[src/rtl/natural_selection_run_generator_defines.svh]
// Assertion macros for the RTL.
`ifndef NATURAL_SELECTION_RUN_GENERATOR_DEFINES_SVH
`define NATURAL_SELECTION_RUN_GENERATOR_DEFINES_SVH

// Same-cycle implication.
`define NSRG_ASSERT_IMPL(lbl, ante, cons) \
   lbl: assert property (@(posedge clock) disable iff (reset) (ante) |-> (cons)) \
      else $error("nsrg assertion failed");

// Next-cycle implication.
`define NSRG_ASSERT_NEXT(lbl, ante, cons) \
   lbl: assert property (@(posedge clock) disable iff (reset) (ante) |=> (cons)) \
      else $error("nsrg assertion failed");

`endif

[src/rtl/nsrg_pkg.sv]
package nsrg_pkg;

   localparam int MEM_DEPTH_DEF    = 16;
   localparam int RES_DEPTH_DEF    = 16;
   localparam int PAYLOAD_BITS_DEF = 32;

   localparam int KEY_W     = 31;
   localparam int PAY_W     = 32;
   localparam int RUN_W     = 16;
   localparam int CSR_W     = 5;
   localparam int CSR_IDX_W = 2;
   localparam int CNT_W     = 6;

   localparam logic [KEY_W-1:0] SENTINEL_KEY = '1;
   localparam logic [RUN_W-1:0] RUN_MAX      = '1;
   localparam logic [CSR_W-1:0] MEM_SIZE_RST = 5'd16;
   localparam logic [CSR_W-1:0] RES_LIM_RST  = 5'd16;

   typedef enum logic [CSR_IDX_W-1:0] {
      CSR_MEM_SIZE  = 2'd0,
      CSR_RES_LIMIT = 2'd1
   } csr_idx_type;

   typedef enum logic {
      OP_RECORD = 1'b0,
      OP_END    = 1'b1
   } op_type;

   typedef enum logic [1:0] {
      ST_IDLE,
      ST_SCAN,
      ST_ACT,
      ST_LOAD
   } back_state_type;

   typedef enum logic [1:0] {
      PUR_PICK,
      PUR_FIRST,
      PUR_FLUSH
   } purpose_type;

   typedef enum logic [1:0] {
      MODE_REC,
      MODE_END_MEM,
      MODE_END_RES
   } mode_type;

   typedef struct packed {
      logic             op;
      logic [KEY_W-1:0] key;
      logic [PAY_W-1:0] payload;
   } item_type;

   typedef struct packed {
      logic [CNT_W-1:0] mem_cnt;
      logic [CNT_W-1:0] res_cnt;
      logic             idle;
   } status_type;

endpackage

[src/rtl/nsrg_if.sv]
interface nsrg_req_if import nsrg_pkg::*; ();
   logic             valid;
   logic             ready;
   logic             op;
   logic [KEY_W-1:0] key;
   logic [PAY_W-1:0] payload;

   modport source (output valid, output op, output key, output payload, input ready);
   modport sink   (input valid, input op, input key, input payload, output ready);
endinterface

interface nsrg_rsp_if import nsrg_pkg::*; ();
   logic             valid;
   logic             ready;
   logic [KEY_W-1:0] out_key;
   logic [PAY_W-1:0] out_payload;
   logic [RUN_W-1:0] run_number;
   logic             is_sentinel;
   logic             last;

   modport source (output valid, output out_key, output out_payload, output run_number,
                   output is_sentinel, output last, input ready);
   modport sink   (input valid, input out_key, input out_payload, input run_number,
                   input is_sentinel, input last, output ready);
endinterface

[src/rtl/natural_selection_run_generator.sv]
// Natural-selection run generator.
// req_ch: valid/ready request channel carrying op (record or end of input),
//   key and payload. A two-entry queue takes requests while the engine works.
// rsp_ch: valid/ready result channel; each result carries a key (all ones
//   for a run-closing sentinel), payload, run number, sentinel and last flags.
// csr_*: write-only registers memory_size (index 0) and reservoir_limit
//   (index 1); writes take effect only while memory and reservoir are empty.
// Flow: a request passes through the queue into the engine; a record that does
//   not fill the memory is then done. Once the memory is full, the first
//   result needs a fill, a scan of all MEM_DEPTH slots at one slot per cycle,
//   and a registered result; each further result of a flush needs another
//   scan, and a reservoir reload first copies its records into memory one at
//   a time. The engine takes the next request only from idle, so the slot
//   scan sets the rate.
// A finished result waits in an output register; while the receiver stalls
//   the engine holds at its next result and the queue keeps taking requests
//   until full.
// Reset clears the memory, reservoir and queue counts, valid bits, run number and last key, and sets
//   both registers to 16. There is no clearing pass.
module natural_selection_run_generator import nsrg_pkg::*; #(
   parameter int MEM_DEPTH    = MEM_DEPTH_DEF,
   parameter int RES_DEPTH    = RES_DEPTH_DEF,
   parameter int PAYLOAD_BITS = PAYLOAD_BITS_DEF
) (
   input  logic                 clock,
   input  logic                 reset,
   nsrg_req_if.sink             req_ch,
   nsrg_rsp_if.source           rsp_ch,
   input  logic                 csr_we,
   input  logic [CSR_IDX_W-1:0] csr_index,
   input  logic [CSR_W-1:0]     csr_wdata
);

`include "natural_selection_run_generator_defines.svh"

   item_type   q_item;
   logic       q_valid;
   logic       q_pop;
   status_type stat;

   nsrg_front u_front (
      .clock   (clock),
      .reset   (reset),
      .req_ch  (req_ch),
      .q_item  (q_item),
      .q_valid (q_valid),
      .q_pop   (q_pop)
   );

   nsrg_back #(
      .MEM_DEPTH    (MEM_DEPTH),
      .RES_DEPTH    (RES_DEPTH),
      .PAYLOAD_BITS (PAYLOAD_BITS)
   ) u_back (
      .clock     (clock),
      .reset     (reset),
      .q_item    (q_item),
      .q_valid   (q_valid),
      .q_pop     (q_pop),
      .csr_we    (csr_we),
      .csr_index (csr_index),
      .csr_wdata (csr_wdata),
      .rsp_ch    (rsp_ch),
      .stat      (stat)
   );

   `NSRG_ASSERT_IMPL(a_res_bound, 1'b1, stat.res_cnt <= CNT_W'(RES_DEPTH))
   `NSRG_ASSERT_IMPL(a_mem_bound, 1'b1, stat.mem_cnt <= CNT_W'(MEM_DEPTH))
   `NSRG_ASSERT_IMPL(a_sentinel, rsp_ch.valid && rsp_ch.is_sentinel, rsp_ch.out_key == SENTINEL_KEY && rsp_ch.out_payload == '0)
   `NSRG_ASSERT_NEXT(a_idle_quiet, stat.idle && rsp_ch.valid && rsp_ch.ready, !rsp_ch.valid)

endmodule

[src/rtl/nsrg_front.sv]
module nsrg_front import nsrg_pkg::*; (
   input  logic           clock,
   input  logic           reset,
   nsrg_req_if.sink       req_ch,
   output item_type       q_item,
   output logic           q_valid,
   input  logic           q_pop
);

   item_type    entry_ff [2];
   item_type    entry_in [2];
   logic        wr_ptr_ff, wr_ptr_in;
   logic        rd_ptr_ff, rd_ptr_in;
   logic [1:0]  cnt_ff, cnt_in;
   logic        push;
   logic        pop;

   assign req_ch.ready = (cnt_ff != 2'd2);
   assign push         = req_ch.valid && req_ch.ready;
   assign q_valid      = (cnt_ff != 2'd0);
   assign pop          = q_pop && q_valid;
   assign q_item       = entry_ff[rd_ptr_ff];

   always_comb begin
      entry_in  = entry_ff;
      wr_ptr_in = wr_ptr_ff;
      rd_ptr_in = rd_ptr_ff;
      cnt_in    = cnt_ff;
      if (push) begin
         entry_in[wr_ptr_ff] = '{op: req_ch.op, key: req_ch.key, payload: req_ch.payload};
         wr_ptr_in = !wr_ptr_ff;
      end
      if (pop) begin
         rd_ptr_in = !rd_ptr_ff;
      end
      case ({push, pop})
         2'b10:   cnt_in = cnt_ff + 2'd1;
         2'b01:   cnt_in = cnt_ff - 2'd1;
         default: cnt_in = cnt_ff;
      endcase
   end

   always_ff @(posedge clock) begin
      entry_ff <= entry_in;
      if (reset) begin
         wr_ptr_ff <= 1'b0;
         rd_ptr_ff <= 1'b0;
         cnt_ff    <= 2'd0;
      end else begin
         wr_ptr_ff <= wr_ptr_in;
         rd_ptr_ff <= rd_ptr_in;
         cnt_ff    <= cnt_in;
      end
   end

endmodule

[src/rtl/nsrg_back.sv]
module nsrg_back import nsrg_pkg::*; #(
   parameter int MEM_DEPTH    = MEM_DEPTH_DEF,
   parameter int RES_DEPTH    = RES_DEPTH_DEF,
   parameter int PAYLOAD_BITS = PAYLOAD_BITS_DEF
) (
   input  logic                 clock,
   input  logic                 reset,
   input  item_type             q_item,
   input  logic                 q_valid,
   output logic                 q_pop,
   input  logic                 csr_we,
   input  logic [CSR_IDX_W-1:0] csr_index,
   input  logic [CSR_W-1:0]     csr_wdata,
   nsrg_rsp_if.source           rsp_ch,
   output status_type           stat
);

   localparam int IW  = (MEM_DEPTH > 1) ? $clog2(MEM_DEPTH) : 1;
   localparam int RIW = (RES_DEPTH > 1) ? $clog2(RES_DEPTH) : 1;
   localparam int SPW = (PAYLOAD_BITS < PAY_W) ? PAYLOAD_BITS : PAY_W;
   localparam int CAP = (MEM_DEPTH < RES_DEPTH) ? MEM_DEPTH : RES_DEPTH;

   back_state_type state_ff, state_in;
   purpose_type    purpose_ff, purpose_in;
   mode_type       mode_ff, mode_in;

   logic [KEY_W-1:0] slot_key_ff [MEM_DEPTH];
   logic [KEY_W-1:0] slot_key_in [MEM_DEPTH];
   logic [SPW-1:0]   slot_pay_ff [MEM_DEPTH];
   logic [SPW-1:0]   slot_pay_in [MEM_DEPTH];
   logic [MEM_DEPTH-1:0] slot_vld_ff, slot_vld_in;
   logic [KEY_W-1:0] res_key_ff [RES_DEPTH];
   logic [KEY_W-1:0] res_key_in [RES_DEPTH];
   logic [SPW-1:0]   res_pay_ff [RES_DEPTH];
   logic [SPW-1:0]   res_pay_in [RES_DEPTH];

   logic [CNT_W-1:0] mem_cnt_ff, mem_cnt_in;
   logic [CNT_W-1:0] res_cnt_ff, res_cnt_in;
   logic [CNT_W-1:0] ld_ff, ld_in;
   logic [KEY_W-1:0] last_key_ff, last_key_in;
   logic [RUN_W-1:0] run_ff, run_in;
   logic [CSR_W-1:0] mem_size_ff, mem_size_in;
   logic [CSR_W-1:0] res_lim_ff, res_lim_in;

   logic [IW-1:0]    scan_idx_ff, scan_idx_in;
   logic             found_ff, found_in;
   logic [IW-1:0]    best_idx_ff, best_idx_in;
   logic [KEY_W-1:0] best_key_ff, best_key_in;
   logic [SPW-1:0]   best_pay_ff, best_pay_in;

   logic             rsp_vld_ff, rsp_vld_in;
   logic [KEY_W-1:0] rsp_key_ff, rsp_key_in;
   logic [PAY_W-1:0] rsp_pay_ff, rsp_pay_in;
   logic [RUN_W-1:0] rsp_run_ff, rsp_run_in;
   logic             rsp_sent_ff, rsp_sent_in;
   logic             rsp_last_ff, rsp_last_in;

   logic [CNT_W-1:0] eff_mem, eff_res, cap_res, res_after;
   logic             free_found;
   logic [IW-1:0]    free_idx;
   logic             can_emit, pick_ok, scan_end, ld_ok;
   logic             act_emit, act_sent, act_last, act_go;
   logic [RUN_W-1:0] run_adv;

   // effective register values
   always_comb begin
      eff_mem = CNT_W'(mem_size_ff);
      if (eff_mem == '0) eff_mem = CNT_W'(1);
      if (eff_mem > CNT_W'(MEM_DEPTH)) eff_mem = CNT_W'(MEM_DEPTH);
      cap_res = (eff_mem < CNT_W'(CAP)) ? eff_mem : CNT_W'(CAP);
      eff_res = CNT_W'(res_lim_ff);
      if (eff_res == '0) eff_res = CNT_W'(1);
      if (eff_res > cap_res) eff_res = cap_res;
   end

   // lowest free slot
   always_comb begin
      free_found = 1'b0;
      free_idx   = '0;
      for (int i = 0; i < MEM_DEPTH; i++) begin
         if (!free_found && !slot_vld_ff[i] && (CNT_W'(i) < eff_mem)) begin
            free_found = 1'b1;
            free_idx   = IW'(i);
         end
      end
   end

   assign can_emit  = !rsp_vld_ff || rsp_ch.ready;
   assign pick_ok   = best_key_ff >= last_key_ff;
   assign scan_end  = scan_idx_ff == IW'(MEM_DEPTH - 1);
   assign ld_ok     = (ld_ff < res_cnt_ff) && (ld_ff < CNT_W'(MEM_DEPTH));
   assign res_after = res_cnt_ff + CNT_W'(res_cnt_ff < CNT_W'(RES_DEPTH));
   assign run_adv   = (run_ff != RUN_MAX) ? run_ff + RUN_W'(1) : run_ff;
   assign q_pop     = (state_ff == ST_IDLE) && q_valid;

   always_comb begin
      act_emit = 1'b0;
      act_sent = 1'b0;
      act_last = 1'b0;
      case (purpose_ff)
         PUR_PICK: begin
            act_emit = found_ff && pick_ok;
            act_last = 1'b1;
         end
         PUR_FIRST: begin
            act_emit = found_ff;
            act_last = 1'b1;
         end
         PUR_FLUSH: begin
            act_emit = 1'b1;
            act_sent = !found_ff;
            act_last = !found_ff && ((mode_ff == MODE_END_RES) ||
                       ((mode_ff == MODE_END_MEM) && (res_cnt_ff == '0)));
         end
         default: begin
            act_emit = 1'b0;
         end
      endcase
   end

   assign act_go = !act_emit || can_emit;

   // next state
   always_comb begin
      state_in = state_ff;
      case (state_ff)
         ST_IDLE: begin
            if (q_valid) begin
               if (q_item.op == OP_RECORD) begin
                  if (free_found && (mem_cnt_ff + CNT_W'(1) >= eff_mem)) state_in = ST_SCAN;
               end else if (mem_cnt_ff != '0) begin
                  state_in = ST_SCAN;
               end else if (res_cnt_ff != '0) begin
                  state_in = ST_LOAD;
               end
            end
         end
         ST_SCAN: begin
            if (scan_end) state_in = ST_ACT;
         end
         ST_ACT: begin
            if (act_go) begin
               case (purpose_ff)
                  PUR_PICK: begin
                     if (found_ff && !pick_ok && (res_after >= eff_res)) state_in = ST_SCAN;
                     else state_in = ST_IDLE;
                  end
                  PUR_FLUSH: begin
                     if (found_ff) state_in = ST_SCAN;
                     else if (mode_ff == MODE_REC) state_in = ST_LOAD;
                     else if ((mode_ff == MODE_END_MEM) && (res_cnt_ff != '0)) state_in = ST_LOAD;
                     else state_in = ST_IDLE;
                  end
                  default: state_in = ST_IDLE;
               endcase
            end
         end
         ST_LOAD: begin
            if (!ld_ok) state_in = ST_SCAN;
         end
         default: state_in = ST_IDLE;
      endcase
   end

   // datapath
   always_comb begin
      purpose_in  = purpose_ff;
      mode_in     = mode_ff;
      slot_key_in = slot_key_ff;
      slot_pay_in = slot_pay_ff;
      slot_vld_in = slot_vld_ff;
      res_key_in  = res_key_ff;
      res_pay_in  = res_pay_ff;
      mem_cnt_in  = mem_cnt_ff;
      res_cnt_in  = res_cnt_ff;
      ld_in       = ld_ff;
      last_key_in = last_key_ff;
      run_in      = run_ff;
      mem_size_in = mem_size_ff;
      res_lim_in  = res_lim_ff;
      scan_idx_in = scan_idx_ff;
      found_in    = found_ff;
      best_idx_in = best_idx_ff;
      best_key_in = best_key_ff;
      best_pay_in = best_pay_ff;
      rsp_vld_in  = rsp_vld_ff && !rsp_ch.ready;
      rsp_key_in  = rsp_key_ff;
      rsp_pay_in  = rsp_pay_ff;
      rsp_run_in  = rsp_run_ff;
      rsp_sent_in = rsp_sent_ff;
      rsp_last_in = rsp_last_ff;

      if (csr_we && (mem_cnt_ff == '0) && (res_cnt_ff == '0)) begin
         case (csr_index)
            CSR_MEM_SIZE:  mem_size_in = csr_wdata;
            CSR_RES_LIMIT: res_lim_in  = csr_wdata;
            default:       mem_size_in = mem_size_ff;
         endcase
      end

      if ((state_ff != ST_SCAN) && !((state_ff == ST_ACT) && !act_go)) begin
         scan_idx_in = '0;
         found_in    = 1'b0;
      end

      case (state_ff)
         ST_IDLE: begin
            if (q_valid) begin
               if (q_item.op == OP_RECORD) begin
                  if (free_found) begin
                     slot_key_in[free_idx] = q_item.key;
                     slot_pay_in[free_idx] = q_item.payload[SPW-1:0];
                     slot_vld_in[free_idx] = 1'b1;
                     mem_cnt_in = mem_cnt_ff + CNT_W'(1);
                     purpose_in = PUR_PICK;
                  end
               end else if (mem_cnt_ff != '0) begin
                  purpose_in = PUR_FLUSH;
                  mode_in    = MODE_END_MEM;
               end else if (res_cnt_ff != '0) begin
                  run_in  = run_adv;
                  ld_in   = '0;
                  mode_in = MODE_END_RES;
               end else begin
                  last_key_in = '0;
                  run_in      = '0;
               end
            end
         end
         ST_SCAN: begin
            scan_idx_in = scan_idx_ff + IW'(1);
            if (slot_vld_ff[scan_idx_ff] &&
                (!found_ff || (slot_key_ff[scan_idx_ff] < best_key_ff))) begin
               found_in    = 1'b1;
               best_idx_in = scan_idx_ff;
               best_key_in = slot_key_ff[scan_idx_ff];
               best_pay_in = slot_pay_ff[scan_idx_ff];
            end
         end
         ST_ACT: begin
            if (act_go) begin
               if (act_emit) begin
                  rsp_vld_in  = 1'b1;
                  rsp_key_in  = act_sent ? SENTINEL_KEY : best_key_ff;
                  rsp_pay_in  = act_sent ? '0 : PAY_W'(best_pay_ff);
                  rsp_run_in  = run_ff;
                  rsp_sent_in = act_sent;
                  rsp_last_in = act_last;
               end
               if (found_ff) begin
                  slot_vld_in[best_idx_ff] = 1'b0;
                  if (mem_cnt_ff != '0) mem_cnt_in = mem_cnt_ff - CNT_W'(1);
               end
               case (purpose_ff)
                  PUR_PICK: begin
                     if (found_ff && pick_ok) begin
                        last_key_in = best_key_ff;
                     end else if (found_ff) begin
                        if (res_cnt_ff < CNT_W'(RES_DEPTH)) begin
                           res_key_in[res_cnt_ff[RIW-1:0]] = best_key_ff;
                           res_pay_in[res_cnt_ff[RIW-1:0]] = best_pay_ff;
                        end
                        res_cnt_in = res_after;
                        purpose_in = PUR_FLUSH;
                        mode_in    = MODE_REC;
                     end
                  end
                  PUR_FIRST: begin
                     if (found_ff) last_key_in = best_key_ff;
                  end
                  PUR_FLUSH: begin
                     if (!found_ff) begin
                        if (mode_ff == MODE_REC) begin
                           run_in = run_adv;
                           ld_in  = '0;
                        end else if ((mode_ff == MODE_END_MEM) && (res_cnt_ff != '0)) begin
                           run_in  = run_adv;
                           ld_in   = '0;
                           mode_in = MODE_END_RES;
                        end else begin
                           last_key_in = '0;
                           run_in      = '0;
                        end
                     end
                  end
                  default: begin
                     purpose_in = purpose_ff;
                  end
               endcase
            end
         end
         ST_LOAD: begin
            if (ld_ok) begin
               slot_key_in[ld_ff[IW-1:0]] = res_key_ff[ld_ff[RIW-1:0]];
               slot_pay_in[ld_ff[IW-1:0]] = res_pay_ff[ld_ff[RIW-1:0]];
               slot_vld_in[ld_ff[IW-1:0]] = 1'b1;
               ld_in = ld_ff + CNT_W'(1);
            end else begin
               mem_cnt_in = ld_ff;
               res_cnt_in = '0;
               purpose_in = (mode_ff == MODE_REC) ? PUR_FIRST : PUR_FLUSH;
            end
         end
         default: begin
            purpose_in = purpose_ff;
         end
      endcase
   end

   always_ff @(posedge clock) begin
      slot_key_ff <= slot_key_in;
      slot_pay_ff <= slot_pay_in;
      res_key_ff  <= res_key_in;
      res_pay_ff  <= res_pay_in;
      ld_ff       <= ld_in;
      scan_idx_ff <= scan_idx_in;
      best_idx_ff <= best_idx_in;
      best_key_ff <= best_key_in;
      best_pay_ff <= best_pay_in;
      rsp_key_ff  <= rsp_key_in;
      rsp_pay_ff  <= rsp_pay_in;
      rsp_run_ff  <= rsp_run_in;
      rsp_sent_ff <= rsp_sent_in;
      rsp_last_ff <= rsp_last_in;
      purpose_ff  <= purpose_in;
      mode_ff     <= mode_in;
      if (reset) begin
         state_ff    <= ST_IDLE;
         slot_vld_ff <= '0;
         mem_cnt_ff  <= '0;
         res_cnt_ff  <= '0;
         last_key_ff <= '0;
         run_ff      <= '0;
         mem_size_ff <= MEM_SIZE_RST;
         res_lim_ff  <= RES_LIM_RST;
         found_ff    <= 1'b0;
         rsp_vld_ff  <= 1'b0;
      end else begin
         state_ff    <= state_in;
         slot_vld_ff <= slot_vld_in;
         mem_cnt_ff  <= mem_cnt_in;
         res_cnt_ff  <= res_cnt_in;
         last_key_ff <= last_key_in;
         run_ff      <= run_in;
         mem_size_ff <= mem_size_in;
         res_lim_ff  <= res_lim_in;
         found_ff    <= found_in;
         rsp_vld_ff  <= rsp_vld_in;
      end
   end

   assign rsp_ch.valid       = rsp_vld_ff;
   assign rsp_ch.out_key     = rsp_key_ff;
   assign rsp_ch.out_payload = rsp_pay_ff;
   assign rsp_ch.run_number  = rsp_run_ff;
   assign rsp_ch.is_sentinel = rsp_sent_ff;
   assign rsp_ch.last        = rsp_last_ff;

   assign stat = '{mem_cnt: mem_cnt_ff, res_cnt: res_cnt_ff, idle: state_ff == ST_IDLE};

endmodule
[src/flat_wrapper.sv]
// flat-port wrapper written by rule: the top's interface ports become plain ports
module natural_selection_run_generator_flat import nsrg_pkg::*;
#(
   parameter int MEM_DEPTH    = MEM_DEPTH_DEF,
   parameter int RES_DEPTH    = RES_DEPTH_DEF,
   parameter int PAYLOAD_BITS = PAYLOAD_BITS_DEF
)
  (clock, reset, csr_we, csr_index, csr_wdata, req_ch_valid, req_ch_op, req_ch_key, req_ch_payload, req_ch_ready, rsp_ch_valid, rsp_ch_out_key, rsp_ch_out_payload, rsp_ch_run_number, rsp_ch_is_sentinel, rsp_ch_last, rsp_ch_ready);
  nsrg_req_if req_ch_i ();
  nsrg_rsp_if rsp_ch_i ();
  input  logic clock;
  input  logic reset;
  input  logic csr_we;
  input  logic [CSR_IDX_W-1:0] csr_index;
  input  logic [CSR_W-1:0] csr_wdata;
  input wire logic [$bits(req_ch_i.valid)-1:0] req_ch_valid;
  input wire logic [$bits(req_ch_i.op)-1:0] req_ch_op;
  input wire logic [$bits(req_ch_i.key)-1:0] req_ch_key;
  input wire logic [$bits(req_ch_i.payload)-1:0] req_ch_payload;
  output wire logic [$bits(req_ch_i.ready)-1:0] req_ch_ready;
  output wire logic [$bits(rsp_ch_i.valid)-1:0] rsp_ch_valid;
  output wire logic [$bits(rsp_ch_i.out_key)-1:0] rsp_ch_out_key;
  output wire logic [$bits(rsp_ch_i.out_payload)-1:0] rsp_ch_out_payload;
  output wire logic [$bits(rsp_ch_i.run_number)-1:0] rsp_ch_run_number;
  output wire logic [$bits(rsp_ch_i.is_sentinel)-1:0] rsp_ch_is_sentinel;
  output wire logic [$bits(rsp_ch_i.last)-1:0] rsp_ch_last;
  input wire logic [$bits(rsp_ch_i.ready)-1:0] rsp_ch_ready;
  assign req_ch_i.valid = req_ch_valid;
  assign req_ch_i.op = req_ch_op;
  assign req_ch_i.key = req_ch_key;
  assign req_ch_i.payload = req_ch_payload;
  assign req_ch_ready = req_ch_i.ready;
  assign rsp_ch_valid = rsp_ch_i.valid;
  assign rsp_ch_out_key = rsp_ch_i.out_key;
  assign rsp_ch_out_payload = rsp_ch_i.out_payload;
  assign rsp_ch_run_number = rsp_ch_i.run_number;
  assign rsp_ch_is_sentinel = rsp_ch_i.is_sentinel;
  assign rsp_ch_last = rsp_ch_i.last;
  assign rsp_ch_i.ready = rsp_ch_ready;
  natural_selection_run_generator #(.MEM_DEPTH(MEM_DEPTH), .RES_DEPTH(RES_DEPTH), .PAYLOAD_BITS(PAYLOAD_BITS)) u_core (.clock(clock), .reset(reset), .req_ch(req_ch_i), .rsp_ch(rsp_ch_i), .csr_we(csr_we), .csr_index(csr_index), .csr_wdata(csr_wdata));
endmodule
[config.mk]
export PLATFORM = sky130hd
export DESIGN_NAME = natural_selection_run_generator_flat
export DESIGN_NICKNAME = d
export VERILOG_FILES = /design/src/rtl/nsrg_pkg.sv /design/src/rtl/nsrg_if.sv /design/src/rtl/natural_selection_run_generator.sv /design/src/rtl/nsrg_front.sv /design/src/rtl/nsrg_back.sv /design/src/flat_wrapper.sv
export VERILOG_INCLUDE_DIRS = /design/src /design/src/rtl
export SDC_FILE = /design/constraint.sdc
export NUM_CORES = 2
export LEC_CHECK = 0
export BUFFER_PORTS_ARGS = -buffer_cell sky130_fd_sc_hd__buf_2
export CAP_MARGIN = 10
export CELL_PAD_IN_SITES_DETAIL_PLACEMENT = 1
export CELL_PAD_IN_SITES_GLOBAL_PLACEMENT = 2
export CORE_ASPECT_RATIO = 1.5
export CORE_MARGIN = 2
export CORE_UTILIZATION = 44
export CTS_CLUSTER_SIZE = 24
export DETAILED_ROUTE_END_ITERATION = 10
export PLACE_DENSITY = 0.86
export SLEW_MARGIN = 20
export SYNTH_ARGS = -nofsm -noshare
export SYNTH_HDL_FRONTEND = slang
export SYNTH_SLANG_ARGS = --single-unit
[constraint.sdc]
create_clock -name clock -period 9.3 [get_ports clock]
set_input_delay 0.465 -clock clock [delete_from_list [all_inputs] [get_ports clock]]
set_output_delay 0.465 -clock clock [all_outputs]
set_load 0.02 [all_outputs]
==> flow_summary.json <==
{
  "status": "finished, final reports clean",
  "grt-ovfl-total": 0,
  "setup_viol": 0,
  "synth_largest_area_cell": "edfxtp_1",
  "netlist_instances": 5945,
  "rsz0062_at_grt": "no",
  "synthArstFlopShare": 0,
  "critPathCaptureType": "register",
  "ys.flop_type": "edfxtp_1",
  "die_h_um": 593,
  "ctsResizeCount": 0,
  "post_drt_via_cell_ratio": 6.78,
  "worst_hold_slack_ns": 0.0477,
  "fin_cells": 9276,
  "dr.pass1.iters": 5,
  "worstHoldPathType": "in2reg",
  "fin_crit_ns": 6.21,
  "crit_type": "reg2reg",
  "p_per_area_mw_per_mm2": 231,
  "cts-root-buf": "clkbuf_16",
  "dp.cells": 8807,
  "skew_ns": 0.0730,
  "synth_area_per_cell_um2": 17.1,
  "syn_to_final_growth_pct": 12.5,
  "grt_pass1_vias": 66500,
  "nFillCells": 21300,
  "r2r_cells": 11,
  "worst_pin_slew_ns": 1.29,
  "cap_violations": 0,
  "track_usage": 0.270,
  "nets": 6214,
  "critPathLaunchType": "register",
  "cts_sinks": 2399,
  "yosys_warnings": 0,
  "h-tree-depth": 4,
  "cp.required_ns": 9.83,
  "cts_tree": "built",
  "yosysUniqueCellTypes": 73,
  "core_mm2": 0.231,
  "seq_area_frac_synth": 0.698,
  "slew_headroom": 0.137,
  "finalSetupTns_ns": 0,
  "hold_viol": 0,
  "routed_wl_um": 323000,
  "dr.first_iter.drc_count": 8130,
  "clock_path_buffers": 4,
  "p_leak_uw": 0.0343,
  "wire_per_inst_um": 34.8,
  "antenna_found_initial": 7,
  "finalPower_uw": 26400,
  "synth_area_mm2": 0.102,
  "dieArea_mm2": 0.236,
  "clk_pin_slew_ns": 0.06,
  "drive_gt1_frac": 0.246,
  "synthTopCellsByArea": "edfxtp_1 68%, mux4_2 13%, o22ai_1 6.2%",
  "final_max_slew_viol_count": 0,
  "portBuffers": 158,
  "grt_first_pass_wirelength_um": 464000,
  "gp_congestion": 0.853,
  "r2r-start": "u_core.u_back.scan_idx_ff[0]$_SDFFCE_PN0P_",
  "seq_area_mm2": 0.0711,
  "syn_nets": 6113,
  "synth-seq-cells": 2399,
  "final_cell_area_mm2": 0.115,
  "drc_errors": 0,
  "grt_start_max_net_pins": 154,
  "detailed_place_hpwl_um": 186000,
  "min-delay-start": "csr_index[0]",
  "startpoint": "u_core.u_back.scan_idx_ff[0]$_SDFFCE_PN0P_",
  "hold_path_depth": 3,
  "peakVddDrop_uv": 152,
  "synth_edf_count": 2306,
  "vias": 62900,
  "fmax_ghz": 0.161,
  "critPathMaxFanout": 86,
  "multi_input_area_mm2": 0.0289,
  "finalCritPeriodShare": 0.668,
  "numCtsBuffers": 219,
  "start_util": 0.442,
  "netlist.area_leader.share": 0.680,
  "rows": 216,
  "clk_latency_ns": 0.91,
  "ioPinCount": 159,
  "dpl_cell_area_mm2": 0.107,
  "antenna_left": 0,
  "worstPathArrival_ns": 6.74,
  "die_width_um": 397
}
-- worst paths after layout --
check | slack (ns) | to
setup / recovery | 3.09 | u_core.u_back.best_pay_ff[14]$_DFFE_PP_
hold / removal | 0.05 | u_core.u_back.mem_size_ff[4]$_SDFFE_PP1P_
setup reg to reg | 3.09 | u_core.u_back.best_pay_ff[14]$_DFFE_PP_
hold reg to reg | 0.47 | u_core.u_back.last_key_ff[17]$_SDFFE_PP0P_
-- power breakdown --
group          switching (uW)  internal (uW)  total, uW
Sequential                222          12300      12500
Combinational            3000           1650       4650
Clock                    4090           5190       9280
Total                    7310          19100      26400
-- cell type report --
class / instances / area share
antenna: 4 / 0.0000873
inverter: 90 / 0.00295
timing repair buffer: 453 / 0.0290
clock buffer: 263 / 0.0504
sequential: 2399 / 0.620
clock inverter: 132 / 0.0122
multi-input combinational: 2883 / 0.252
tap: 3052 / 0.0333
-- cells in the mapped netlist, types with 63 or more instances --
library cell	number
inv_1	90
mux2i_1	171
a21oi_1	63
clkbuf_1	397
o21ai_1	63
mux4_2	572
nand2_1	216
mux2_2	64
dfxtp_1	93
buf_1	150
nor2_1	95
o22ai_1	1009
ha_1	92
or2_2	98
edfxtp_1	2306
-- registers in the layout, indices dropped and copies added (netlist names), 32 cells and up --
name / count
u_core.u_back.rsp_ch.out_payload: 32
u_core.u_back.slot_key_ff: 496
u_core.u_back.res_pay_ff: 512
u_core.u_back.best_pay_ff: 32
u_core.u_back.slot_pay_ff: 512
u_core.u_back.res_key_ff: 496
u_core.u_front.entry_ff: 128
-- cell usage in the layout, fill, tap and decap left out, types with 15 or more instances in the layout --
cell type and instances:
dfxtp_1 92, dlygate4sd3_1 69, xnor2_1 15, o21a_1 25, a21oi_1 55, clkinv_1 41
a31oi_1 18, edfxtp_1 2306, nand2_4 17, nand2_1 199, o22ai_1 1009, xor2_1 17
buf_2 158, nor2_4 22, nand3_1 44, nor3_1 17, nand4_1 26, or2_2 98
clkbuf_1 37, mux4_2 572, and3_1 15, buf_4 215, ha_1 92, clkinv_2 42
o21ai_0 41, bufinv_16 28, inv_1 89, nor2_1 73, o21ai_1 53, mux2i_1 166
clkbuf_16 224, nor2b_1 50, a21o_1 15, mux2_2 64
-- cell families after synthesis --
logic type	after synthesis	share of synthesized area
simple gates	637	0.0312
xor+xnor	32	0.00275
fa+ha+maj	92	0.0113
buf+inv	663	0.0250
flops	2399	0.698
mux	807	0.150
compound gates	1315	0.0815
-- timing repair --
| item | 4_1_cts | 5_1_grt |
|---|---|---|
| buffers inserted | 0 | 0 |
| hold endpoints to repair | 138 | 0 |
| hold buffers | 69 | 0 |
-- worst max-delay path, stage by stage, from the launching register on --
cell and delay [ns]:
edfxtp_1 0.66, buf_12 0.58, buf_4 0.81, mux4_2 0.62, mux4_2 0.51, o21a_1 0.19
nor2_1 0.15, o21ai_0 0.27, a221oi_1 0.38, o21ai_0 0.27, a221oi_4 0.65, buf_12 0.42
-- metal layers --
layer,track usage,share of wire,wire (um)
met5,0,0.000071,23
met4,0.147,0.056,18100
met2,0.457,0.50,160000
met1,0.331,0.35,114000
met3,0.0453,0.093,29900
-- through the flow --
stage | setup slack, ns | util
2_1_floorplan | 1.53 | -
3_3_place_gp | 3.38 | 0.463
3_5_place_dp | 3.15 | 0.463
5_1_grt | 2.86 | 0.497
4_1_cts | 3.17 | 0.497
6_report | 3.09 | 0.497
Note: power is estimated with default switching activity, not from simulation.
